--- src/hw/rtl/uapq_pkg.sv ---
// ----------------------------------------------------------------------------
// uapq_pkg
// Shared constants and command/status codes for the unsorted array priority
// queue.
// ----------------------------------------------------------------------------
package uapq_pkg;

    localparam int CAPACITY_DEFAULT      = 64;
    localparam int PRIORITY_BITS_DEFAULT = 16;
    localparam int DATA_BITS_DEFAULT     = 32;

    localparam int CMD_BITS    = 2;
    localparam int STATUS_BITS = 2;

    localparam logic [CMD_BITS-1:0] CMD_INSERT  = 2'd0;
    localparam logic [CMD_BITS-1:0] CMD_EXTRACT = 2'd1;
    localparam logic [CMD_BITS-1:0] CMD_PEEK    = 2'd2;

    localparam logic [STATUS_BITS-1:0] ST_OK    = 2'd0;
    localparam logic [STATUS_BITS-1:0] ST_EMPTY = 2'd1;
    localparam logic [STATUS_BITS-1:0] ST_FULL  = 2'd2;

    typedef struct packed {
        logic sample;
        logic first;
    } scan_ctl_t;

endpackage

--- src/hw/rtl/uapq_ram.sv ---
// ----------------------------------------------------------------------------
// uapq_ram
// Generic single-port-write, single-port-read RAM with registered read data.
// ----------------------------------------------------------------------------
module uapq_ram #(
    parameter int WIDTH     = 48,
    parameter int DEPTH     = 64,
    parameter int ADDR_BITS = $clog2(DEPTH)
) (
    input  logic                 clk,
    input  logic                 wr_en,
    input  logic [ADDR_BITS-1:0] wr_addr,
    input  logic [WIDTH-1:0]     wr_data,
    input  logic                 rd_en,
    input  logic [ADDR_BITS-1:0] rd_addr,
    output logic [WIDTH-1:0]     rd_data
);

    logic [WIDTH-1:0] mem [DEPTH];
    logic [WIDTH-1:0] rd_data_reg;

    always_ff @(posedge clk) begin
        if (wr_en) begin
            mem[wr_addr] <= wr_data;
        end
        if (rd_en) begin
            rd_data_reg <= mem[rd_addr];
        end
    end

    assign rd_data = rd_data_reg;

endmodule

--- src/hw/rtl/uapq_max_scan.sv ---
// ----------------------------------------------------------------------------
// uapq_max_scan
// Running maximum over entries streamed one per cycle; the entry streamed
// first wins among equal priorities.
// ----------------------------------------------------------------------------
module uapq_max_scan #(
    parameter int PRIORITY_BITS = uapq_pkg::PRIORITY_BITS_DEFAULT,
    parameter int DATA_BITS     = uapq_pkg::DATA_BITS_DEFAULT,
    parameter int IDX_BITS      = $clog2(uapq_pkg::CAPACITY_DEFAULT)
) (
    input  logic                     clk,
    input  uapq_pkg::scan_ctl_t      ctl,
    input  logic [IDX_BITS-1:0]      entry_idx,
    input  logic [PRIORITY_BITS-1:0] entry_pri,
    input  logic [DATA_BITS-1:0]     entry_data,
    output logic [IDX_BITS-1:0]      best_idx,
    output logic [PRIORITY_BITS-1:0] best_pri,
    output logic [DATA_BITS-1:0]     best_data
);

    logic [IDX_BITS-1:0]      best_idx_reg;
    logic [PRIORITY_BITS-1:0] best_pri_reg;
    logic [DATA_BITS-1:0]     best_data_reg;
    logic                     take;

    assign take = ctl.sample && (ctl.first || (entry_pri > best_pri_reg));

    always_ff @(posedge clk) begin
        if (take) begin
            best_idx_reg  <= entry_idx;
            best_pri_reg  <= entry_pri;
            best_data_reg <= entry_data;
        end
    end

    assign best_idx  = best_idx_reg;
    assign best_pri  = best_pri_reg;
    assign best_data = best_data_reg;

endmodule

--- src/hw/rtl/unsorted_array_priority_queue_core.sv ---
// ----------------------------------------------------------------------------
// unsorted_array_priority_queue_core
// Priority queue over an unsorted entry RAM with a linear maximum scan.
// ----------------------------------------------------------------------------
// Each request on the s_axis channel carries a command in s_axis_tuser and,
// for an insert, a priority and payload in s_axis_tdata. Every request
// produces exactly one response on the m_axis channel with the maximum
// entry (extract and peek), a status code in m_axis_tuser and the entry
// count after the operation.
// An insert, a refused insert, a request on an empty queue and an unknown
// command go from acceptance straight to the response state, which loads
// the response register once it is free and returns to idle, where the
// next request can be accepted. Extract and peek read the stored entries
// one per cycle through the single RAM read port into one comparator, then
// pass through a wait state and a move state before the response state, so
// their time grows with the entry count.
// s_axis_tready is high only while no request is in progress.
// Reset empties the queue at once; the RAM needs no clearing pass.
// A stalled receiver holds the response in the output register; the next
// request is still accepted and processed, and its response waits until
// the output register is free.
// ----------------------------------------------------------------------------
module unsorted_array_priority_queue_core #(
    parameter int CAPACITY      = uapq_pkg::CAPACITY_DEFAULT,
    parameter int PRIORITY_BITS = uapq_pkg::PRIORITY_BITS_DEFAULT,
    parameter int DATA_BITS     = uapq_pkg::DATA_BITS_DEFAULT,
    localparam int COUNT_BITS   = $clog2(CAPACITY + 1),
    localparam int S_TDATA_BITS = ((PRIORITY_BITS + DATA_BITS + 7) / 8) * 8,
    localparam int M_TDATA_BITS = ((PRIORITY_BITS + DATA_BITS + COUNT_BITS + 7) / 8) * 8
) (
    input  logic                             aclk,
    input  logic                             aresetn,
    input  logic                             s_axis_tvalid,
    output logic                             s_axis_tready,
    // item_priority, item_data
    input  logic [S_TDATA_BITS-1:0]          s_axis_tdata,
    // command
    input  logic [uapq_pkg::CMD_BITS-1:0]    s_axis_tuser,
    output logic                             m_axis_tvalid,
    input  logic                             m_axis_tready,
    // out_priority, out_data, entry_count
    output logic [M_TDATA_BITS-1:0]          m_axis_tdata,
    // status
    output logic [uapq_pkg::STATUS_BITS-1:0] m_axis_tuser
);

    localparam int IDX_BITS   = $clog2(CAPACITY);
    localparam int ENTRY_BITS = PRIORITY_BITS + DATA_BITS;

    typedef enum logic [2:0] {
        S_IDLE,
        S_SCAN,
        S_WAIT,
        S_MOVE,
        S_RESP
    } state_t;

    state_t                          state_reg, state_next;
    logic [COUNT_BITS-1:0]           fill_reg, fill_next;
    logic [IDX_BITS-1:0]             scan_addr_reg, scan_addr_next;
    logic                            extract_reg, extract_next;
    logic                            rd_pending_reg, rd_pending_next;
    logic                            rd_first_reg, rd_first_next;
    logic [IDX_BITS-1:0]             rd_idx_reg, rd_idx_next;
    logic [PRIORITY_BITS-1:0]        res_pri_reg, res_pri_next;
    logic [DATA_BITS-1:0]            res_data_reg, res_data_next;
    logic [uapq_pkg::STATUS_BITS-1:0] res_status_reg, res_status_next;
    logic                            m_valid_reg, m_valid_next;
    logic [PRIORITY_BITS-1:0]        out_pri_reg, out_pri_next;
    logic [DATA_BITS-1:0]            out_data_reg, out_data_next;
    logic [COUNT_BITS-1:0]           out_count_reg, out_count_next;
    logic [uapq_pkg::STATUS_BITS-1:0] out_status_reg, out_status_next;

    logic                            accept;
    logic [uapq_pkg::CMD_BITS-1:0]   in_cmd;
    logic [PRIORITY_BITS-1:0]        in_pri;
    logic [DATA_BITS-1:0]            in_data;
    logic [IDX_BITS-1:0]             last_idx;
    logic                            is_full;

    logic                            wr_en;
    logic [IDX_BITS-1:0]             wr_addr;
    logic [ENTRY_BITS-1:0]           wr_data;
    logic                            rd_en;
    logic [ENTRY_BITS-1:0]           rd_data;

    uapq_pkg::scan_ctl_t             scan_ctl;
    logic [IDX_BITS-1:0]             best_idx;
    logic [PRIORITY_BITS-1:0]        best_pri;
    logic [DATA_BITS-1:0]            best_data;

    assign s_axis_tready = (state_reg == S_IDLE);
    assign accept        = s_axis_tvalid && s_axis_tready;
    assign in_cmd        = s_axis_tuser;
    assign in_pri        = s_axis_tdata[PRIORITY_BITS-1:0];
    assign in_data       = s_axis_tdata[ENTRY_BITS-1:PRIORITY_BITS];
    assign last_idx      = IDX_BITS'(fill_reg - COUNT_BITS'(1));
    assign is_full       = (fill_reg >= COUNT_BITS'(CAPACITY));

    assign rd_en = (state_reg == S_SCAN);

    always_comb begin
        wr_en   = 1'b0;
        wr_addr = fill_reg[IDX_BITS-1:0];
        wr_data = {in_data, in_pri};
        if (state_reg == S_MOVE) begin
            wr_en   = extract_reg;
            wr_addr = best_idx;
            wr_data = rd_data;
        end else if (accept && (in_cmd == uapq_pkg::CMD_INSERT) && !is_full) begin
            wr_en = 1'b1;
        end
    end

    uapq_ram #(
        .WIDTH (ENTRY_BITS),
        .DEPTH (CAPACITY)
    ) u_store (
        .clk     (aclk),
        .wr_en   (wr_en),
        .wr_addr (wr_addr),
        .wr_data (wr_data),
        .rd_en   (rd_en),
        .rd_addr (scan_addr_reg),
        .rd_data (rd_data)
    );

    assign scan_ctl.sample = rd_pending_reg;
    assign scan_ctl.first  = rd_first_reg;

    uapq_max_scan #(
        .PRIORITY_BITS (PRIORITY_BITS),
        .DATA_BITS     (DATA_BITS),
        .IDX_BITS      (IDX_BITS)
    ) u_scan (
        .clk        (aclk),
        .ctl        (scan_ctl),
        .entry_idx  (rd_idx_reg),
        .entry_pri  (rd_data[PRIORITY_BITS-1:0]),
        .entry_data (rd_data[ENTRY_BITS-1:PRIORITY_BITS]),
        .best_idx   (best_idx),
        .best_pri   (best_pri),
        .best_data  (best_data)
    );

    always_comb begin
        state_next      = state_reg;
        fill_next       = fill_reg;
        scan_addr_next  = scan_addr_reg;
        extract_next    = extract_reg;
        rd_pending_next = 1'b0;
        rd_first_next   = 1'b0;
        rd_idx_next     = scan_addr_reg;
        res_pri_next    = res_pri_reg;
        res_data_next   = res_data_reg;
        res_status_next = res_status_reg;
        m_valid_next    = m_valid_reg && !m_axis_tready;
        out_pri_next    = out_pri_reg;
        out_data_next   = out_data_reg;
        out_count_next  = out_count_reg;
        out_status_next = out_status_reg;

        unique case (state_reg)
            S_IDLE: begin
                if (accept) begin
                    res_pri_next    = '0;
                    res_data_next   = '0;
                    res_status_next = uapq_pkg::ST_OK;
                    extract_next    = (in_cmd == uapq_pkg::CMD_EXTRACT);
                    state_next      = S_RESP;
                    if (in_cmd == uapq_pkg::CMD_INSERT) begin
                        if (is_full) begin
                            res_status_next = uapq_pkg::ST_FULL;
                        end else begin
                            fill_next = fill_reg + COUNT_BITS'(1);
                        end
                    end else if ((in_cmd == uapq_pkg::CMD_EXTRACT) ||
                                 (in_cmd == uapq_pkg::CMD_PEEK)) begin
                        if (fill_reg == '0) begin
                            res_status_next = uapq_pkg::ST_EMPTY;
                        end else begin
                            scan_addr_next = '0;
                            state_next     = S_SCAN;
                        end
                    end
                end
            end
            S_SCAN: begin
                rd_pending_next = 1'b1;
                rd_first_next   = (scan_addr_reg == '0);
                scan_addr_next  = scan_addr_reg + IDX_BITS'(1);
                if (scan_addr_reg == last_idx) begin
                    state_next = S_WAIT;
                end
            end
            S_WAIT: begin
                state_next = S_MOVE;
            end
            S_MOVE: begin
                res_pri_next    = best_pri;
                res_data_next   = best_data;
                res_status_next = uapq_pkg::ST_OK;
                if (extract_reg) begin
                    fill_next = fill_reg - COUNT_BITS'(1);
                end
                state_next = S_RESP;
            end
            S_RESP: begin
                if (!m_valid_reg || m_axis_tready) begin
                    m_valid_next    = 1'b1;
                    out_pri_next    = res_pri_reg;
                    out_data_next   = res_data_reg;
                    out_count_next  = fill_reg;
                    out_status_next = res_status_reg;
                    state_next      = S_IDLE;
                end
            end
            default: begin
                state_next = S_IDLE;
            end
        endcase
    end

    always_ff @(posedge aclk) begin
        if (!aresetn) begin
            state_reg      <= S_IDLE;
            fill_reg       <= '0;
            rd_pending_reg <= 1'b0;
            rd_first_reg   <= 1'b0;
            m_valid_reg    <= 1'b0;
        end else begin
            state_reg      <= state_next;
            fill_reg       <= fill_next;
            rd_pending_reg <= rd_pending_next;
            rd_first_reg   <= rd_first_next;
            m_valid_reg    <= m_valid_next;
        end
        scan_addr_reg  <= scan_addr_next;
        extract_reg    <= extract_next;
        rd_idx_reg     <= rd_idx_next;
        res_pri_reg    <= res_pri_next;
        res_data_reg   <= res_data_next;
        res_status_reg <= res_status_next;
        out_pri_reg    <= out_pri_next;
        out_data_reg   <= out_data_next;
        out_count_reg  <= out_count_next;
        out_status_reg <= out_status_next;
    end

    assign m_axis_tvalid = m_valid_reg;
    assign m_axis_tdata  = M_TDATA_BITS'({out_count_reg, out_data_reg, out_pri_reg});
    assign m_axis_tuser  = out_status_reg;

endmodule

--- config.mk ---
export PLATFORM = sky130hd
export DESIGN_NAME = unsorted_array_priority_queue_core
export DESIGN_NICKNAME = d
export VERILOG_FILES = /design/src/hw/rtl/uapq_pkg.sv /design/src/hw/rtl/uapq_ram.sv /design/src/hw/rtl/uapq_max_scan.sv /design/src/hw/rtl/unsorted_array_priority_queue_core.sv
export SDC_FILE = /design/constraint.sdc
export NUM_CORES = 2
export LEC_CHECK = 0
export CORE_UTILIZATION = 46
export DETAILED_ROUTE_END_ITERATION = 16
export DONT_BUFFER_PORTS = 1
export PLACE_DENSITY = 0.71
export SKIP_LAST_GASP = 1
export SLEW_MARGIN = 5
export SYNTH_ARGS = -nofsm -noshare
export SYNTH_HDL_FRONTEND = slang
export SYNTH_HIERARCHICAL = 1
export SYNTH_SLANG_ARGS = --single-unit
export TNS_END_PERCENT = 10
--- constraint.sdc ---
create_clock -name aclk -period 12.45 [get_ports aclk]
set_clock_uncertainty 0.05 [all_clocks]
set_input_delay 0.6225 -clock aclk [delete_from_list [all_inputs] [get_ports aclk]]
set_output_delay 0.6225 -clock aclk [all_outputs]
set_load 0.1 [all_outputs]
==> flow_summary.yaml <==
sta:
  fin_crit_sh_pct: 42.6
  hold_viol: 0
  setup_violations: 0
  setup_tns_ns: 0
  slew_headroom_pct: 7.94
  max_freq_ghz: 0.189
  final.min_clock_period_ns: 5.30
  worst_pin_slew_ns: 1.38
  rsz0062_at_grt: "false"
  drv_slew: 0
die:
  initial_core_util_pct: 46.3
  floorplan.rows: 191
  core-area_mm2: 0.271
  ios: 114
  die_w_um: 524
  die-area_mm2: 0.274
  die_h_um: 524
power:
  switching_share_pct: 21.1
  switching_power_w: 0.00487
  pwr_density_cell_mw_per_mm2: 164
  vdd_drop_max_v: 0.000118
  power.static_leakage_nw: 43.7
  p_comb_share_pct: 3.4
  internal-power_w: 0.0182
  clkPwrFrac_pct: 42.3
  seqPwrFrac_pct: 54.4
setup_path:
  r2r_end: "u_store/mem[22][10]"
  endpoint_kind: "flip-flop"
  r2r_start: "state_reg[0]"
  cp_num_buf_inv: 3
  cp-start-kind: "flip-flop"
  cpLargestDelayFamily: "simple AND/OR/NAND/NOR gates"
  crit_chain: "nor3_4, nand2_2, inv_2, a32oi_4, inv_2, nor2b_1, nand3_1, nor2_4, buf_4"
  crit_slowest_cell: "nor2_4"
  rrSetupSlack_ns: 7.15
  worstPathRequired_ns: 12.95
  max_stage_delay_ns: 1.05
  critPathArrivalTime_ns: 5.80
  path_class: "flip-flop to flip-flop"
  reg2reg_depth: 9
  crit_top_cell: "inv_2"
  worstPathMaxFanout: 29
logic_synthesis:
  yosys_register_bits: 3307
  yosysMostFrequentCell: "edfxtp_1"
  synthTopCellsByArea: "edfxtp_1 (79%), mux4_2 (14%), nand2_1 (0.68%)"
  synth_top_family_by_area: "multiplexers"
  synthTopCellsByCount: "edfxtp_1 (3288), mux4_2 (754), nand2_1 (228)"
  synthCells: 5572
  ys_types: 65
  synth.mux.area_fraction_pct: 14.2
  synth-edff-count: 3288
  ys.flop_type: "edfxtp_1"
  syn-num-nets: 5649
  synth_largest_area_cell: "edfxtp_1"
  synthAdderAreaFrac_pct: 0.230
  ys_async_sr_fraction_pct: 0
  synthSimpleGateAreaFrac_pct: 1.92
  synth_top_area_share_pct: 78.8
  avgSynthCellArea_um2: 22.5
  synth-compound-area-share_pct: 3.07
  synth_xor_area_share_pct: 0.112
  syn_area_mm2: 0.125
  yosysWarnings: 6
  yosysSeqAreaShare_pct: 79.1
finish:
  largest_reg_flops: 3072
  seq_area_mm2: 0.0991
  nNetsFinal: 5858
  multi_input_area_mm2: 0.0251
  drive_gt1_share_pct: 25.3
  syn2layout_area_growth_pct: 12.4
  nFillCells: 20100
  fin_area_mm2: 0.141
flow_run:
  maxCapViolations: 0
clock_network:
  htree_num_levels: 5
  cts_tree: "built"
  cts_resized: 0
  hold_buffers: 6
  path_clk_slew_ns: 0.06
  cts_made_buffers: 331
  max-clock-path-buffers: 4
  clock-root-buffer: "clkbuf_16"
  clock_sinks: 3307
  cts_setup_buffers: 0
  clk_latency_ns: 0.97
drt:
  vias_per_cell: 6.38
  postRouteAntennaNets: 0
  post-route-drc-count: 0
  first_pass_iters: 6
  drt_iter0_drc: 9289
  routed_wl_um: 329000
  num_vias: 61200
  detail_route.wl_per_cell_um: 34.3
global_routing:
  grt_use_total_pct: 23.9
  antenna_found_initial: 16
  grt_max_degree: 127
  grt_pass1_wl_um: 459000
  grt_pass1_vias: 60100
  gr-total-overflow: 0
placement:
  place_area_mm2: 0.130
  hpwlAfterDp_um: 180000
  io_buffers: 0
  gp_congestion: 0.835
outcome:
  status: "finished, final reports clean"
worst_hold_path:
  min_path_cells: 4
  hold_end: "state_reg[2]"
  hp-class: "input port to flip-flop"
  worst_hold_startpoint: "s_axis_tvalid"
cells by family after synthesis:
family,count (synthesis)
mux,829
simple gates,532
fa+ha+maj,23
other cells,1
buf+inv,338
flops,3307
xor+xnor,16
compound gates,526
metrics by stage:
stage | util, % | instances | hold WS, ns | power, W | setup WS (ns)
finish | 52.0 | 9595 | 0.109 | 0.0231 | 7.15
global route | 52.0 | 9593 | 0.0905 | 0.0236 | 6.94
CTS | 52.0 | 9589 | 0.0589 | 0.0232 | 7.17
detailed placement | 48.1 | 9012 | 0.342 | 0.0136 | 7.10
global placement | 48.1 | 9011 | 0.337 | 0.0135 | 6.86
floorplan | - | 5572 | 0.336 | 0.0133 | 5.93
power groups by stage:
| stage | Clock [W] | Sequential [W] | Combinational, W |
|---|---|---|---|
| 2_1_floorplan | 0 | 0.0128 | 0.000466 |
| 6_report | 0.00977 | 0.0126 | 0.000777 |
| 3_3_place_gp | 0 | 0.0128 | 0.000751 |
| 4_1_cts | 0.00984 | 0.0126 | 0.000776 |
| 5_1_grt | 0.0103 | 0.0126 | 0.000809 |
| 3_5_place_dp | 0 | 0.0128 | 0.000772 |
worst max path at each step:
stage	start	end	cells after the start
6_report	state_reg[0]	u_store/mem[22][10]	9
2_1_floorplan	state_reg[0]	u_store/mem[49][0]	9
4_1_cts	rd_idx_next[0]	u_store/rd_data[3]	7
5_1_grt	rd_idx_next[0]	u_store/rd_data[10]	7
3_3_place_gp	rd_idx_next[0]	u_store/rd_data[3]	7
3_5_place_dp	rd_idx_next[0]	u_store/rd_data[3]	7
per-layer routing:
layer  global-route usage [%]  routed length [µm]  part of all wire, %
met1                     32.6              121000                   37
met2                     37.0              154000                   47
met3                     5.77               39300                   12
met4                     10.0               15100                  4.6
met5                        0                  80                0.024
layout by cell type (no fill, tap or decap), types with 26 or more instances in the layout:
cell type	instances
a211oi_1	33
a21oi_1	83
a221oi_1	84
a22o_1	57
a22oi_1	73
and2_1	55
buf_4	169
bufinv_16	32
clkbuf_1	70
clkbuf_16	341
clkinv_1	58
clkinv_2	43
edfxtp_1	3288
inv_1	26
mux2i_1	63
mux4_2	754
nand2_1	193
nand2_2	35
nor2_1	82
nor2_4	64
o221ai_1	28
o22ai_1	122
area by class of cell:
class	count	share of cell area [%]
Sequential cell	3307	70.4
Multi-Input combinational cell	1927	17.8
Clock buffer	416	6.30
Tap cell	3570	3.17
Clock inverter	155	1.13
Timing Repair Buffer	185	1.09
Inverter	29	0.0773
Antenna cell	6	0.0107
worst min-delay path: stages:
cell and delay (ns):
nor2b_1 0.18, a2111oi_2 0.11, nand2_1 0.08, a21boi_0 0.08
(Power assumes the default switching activity.)
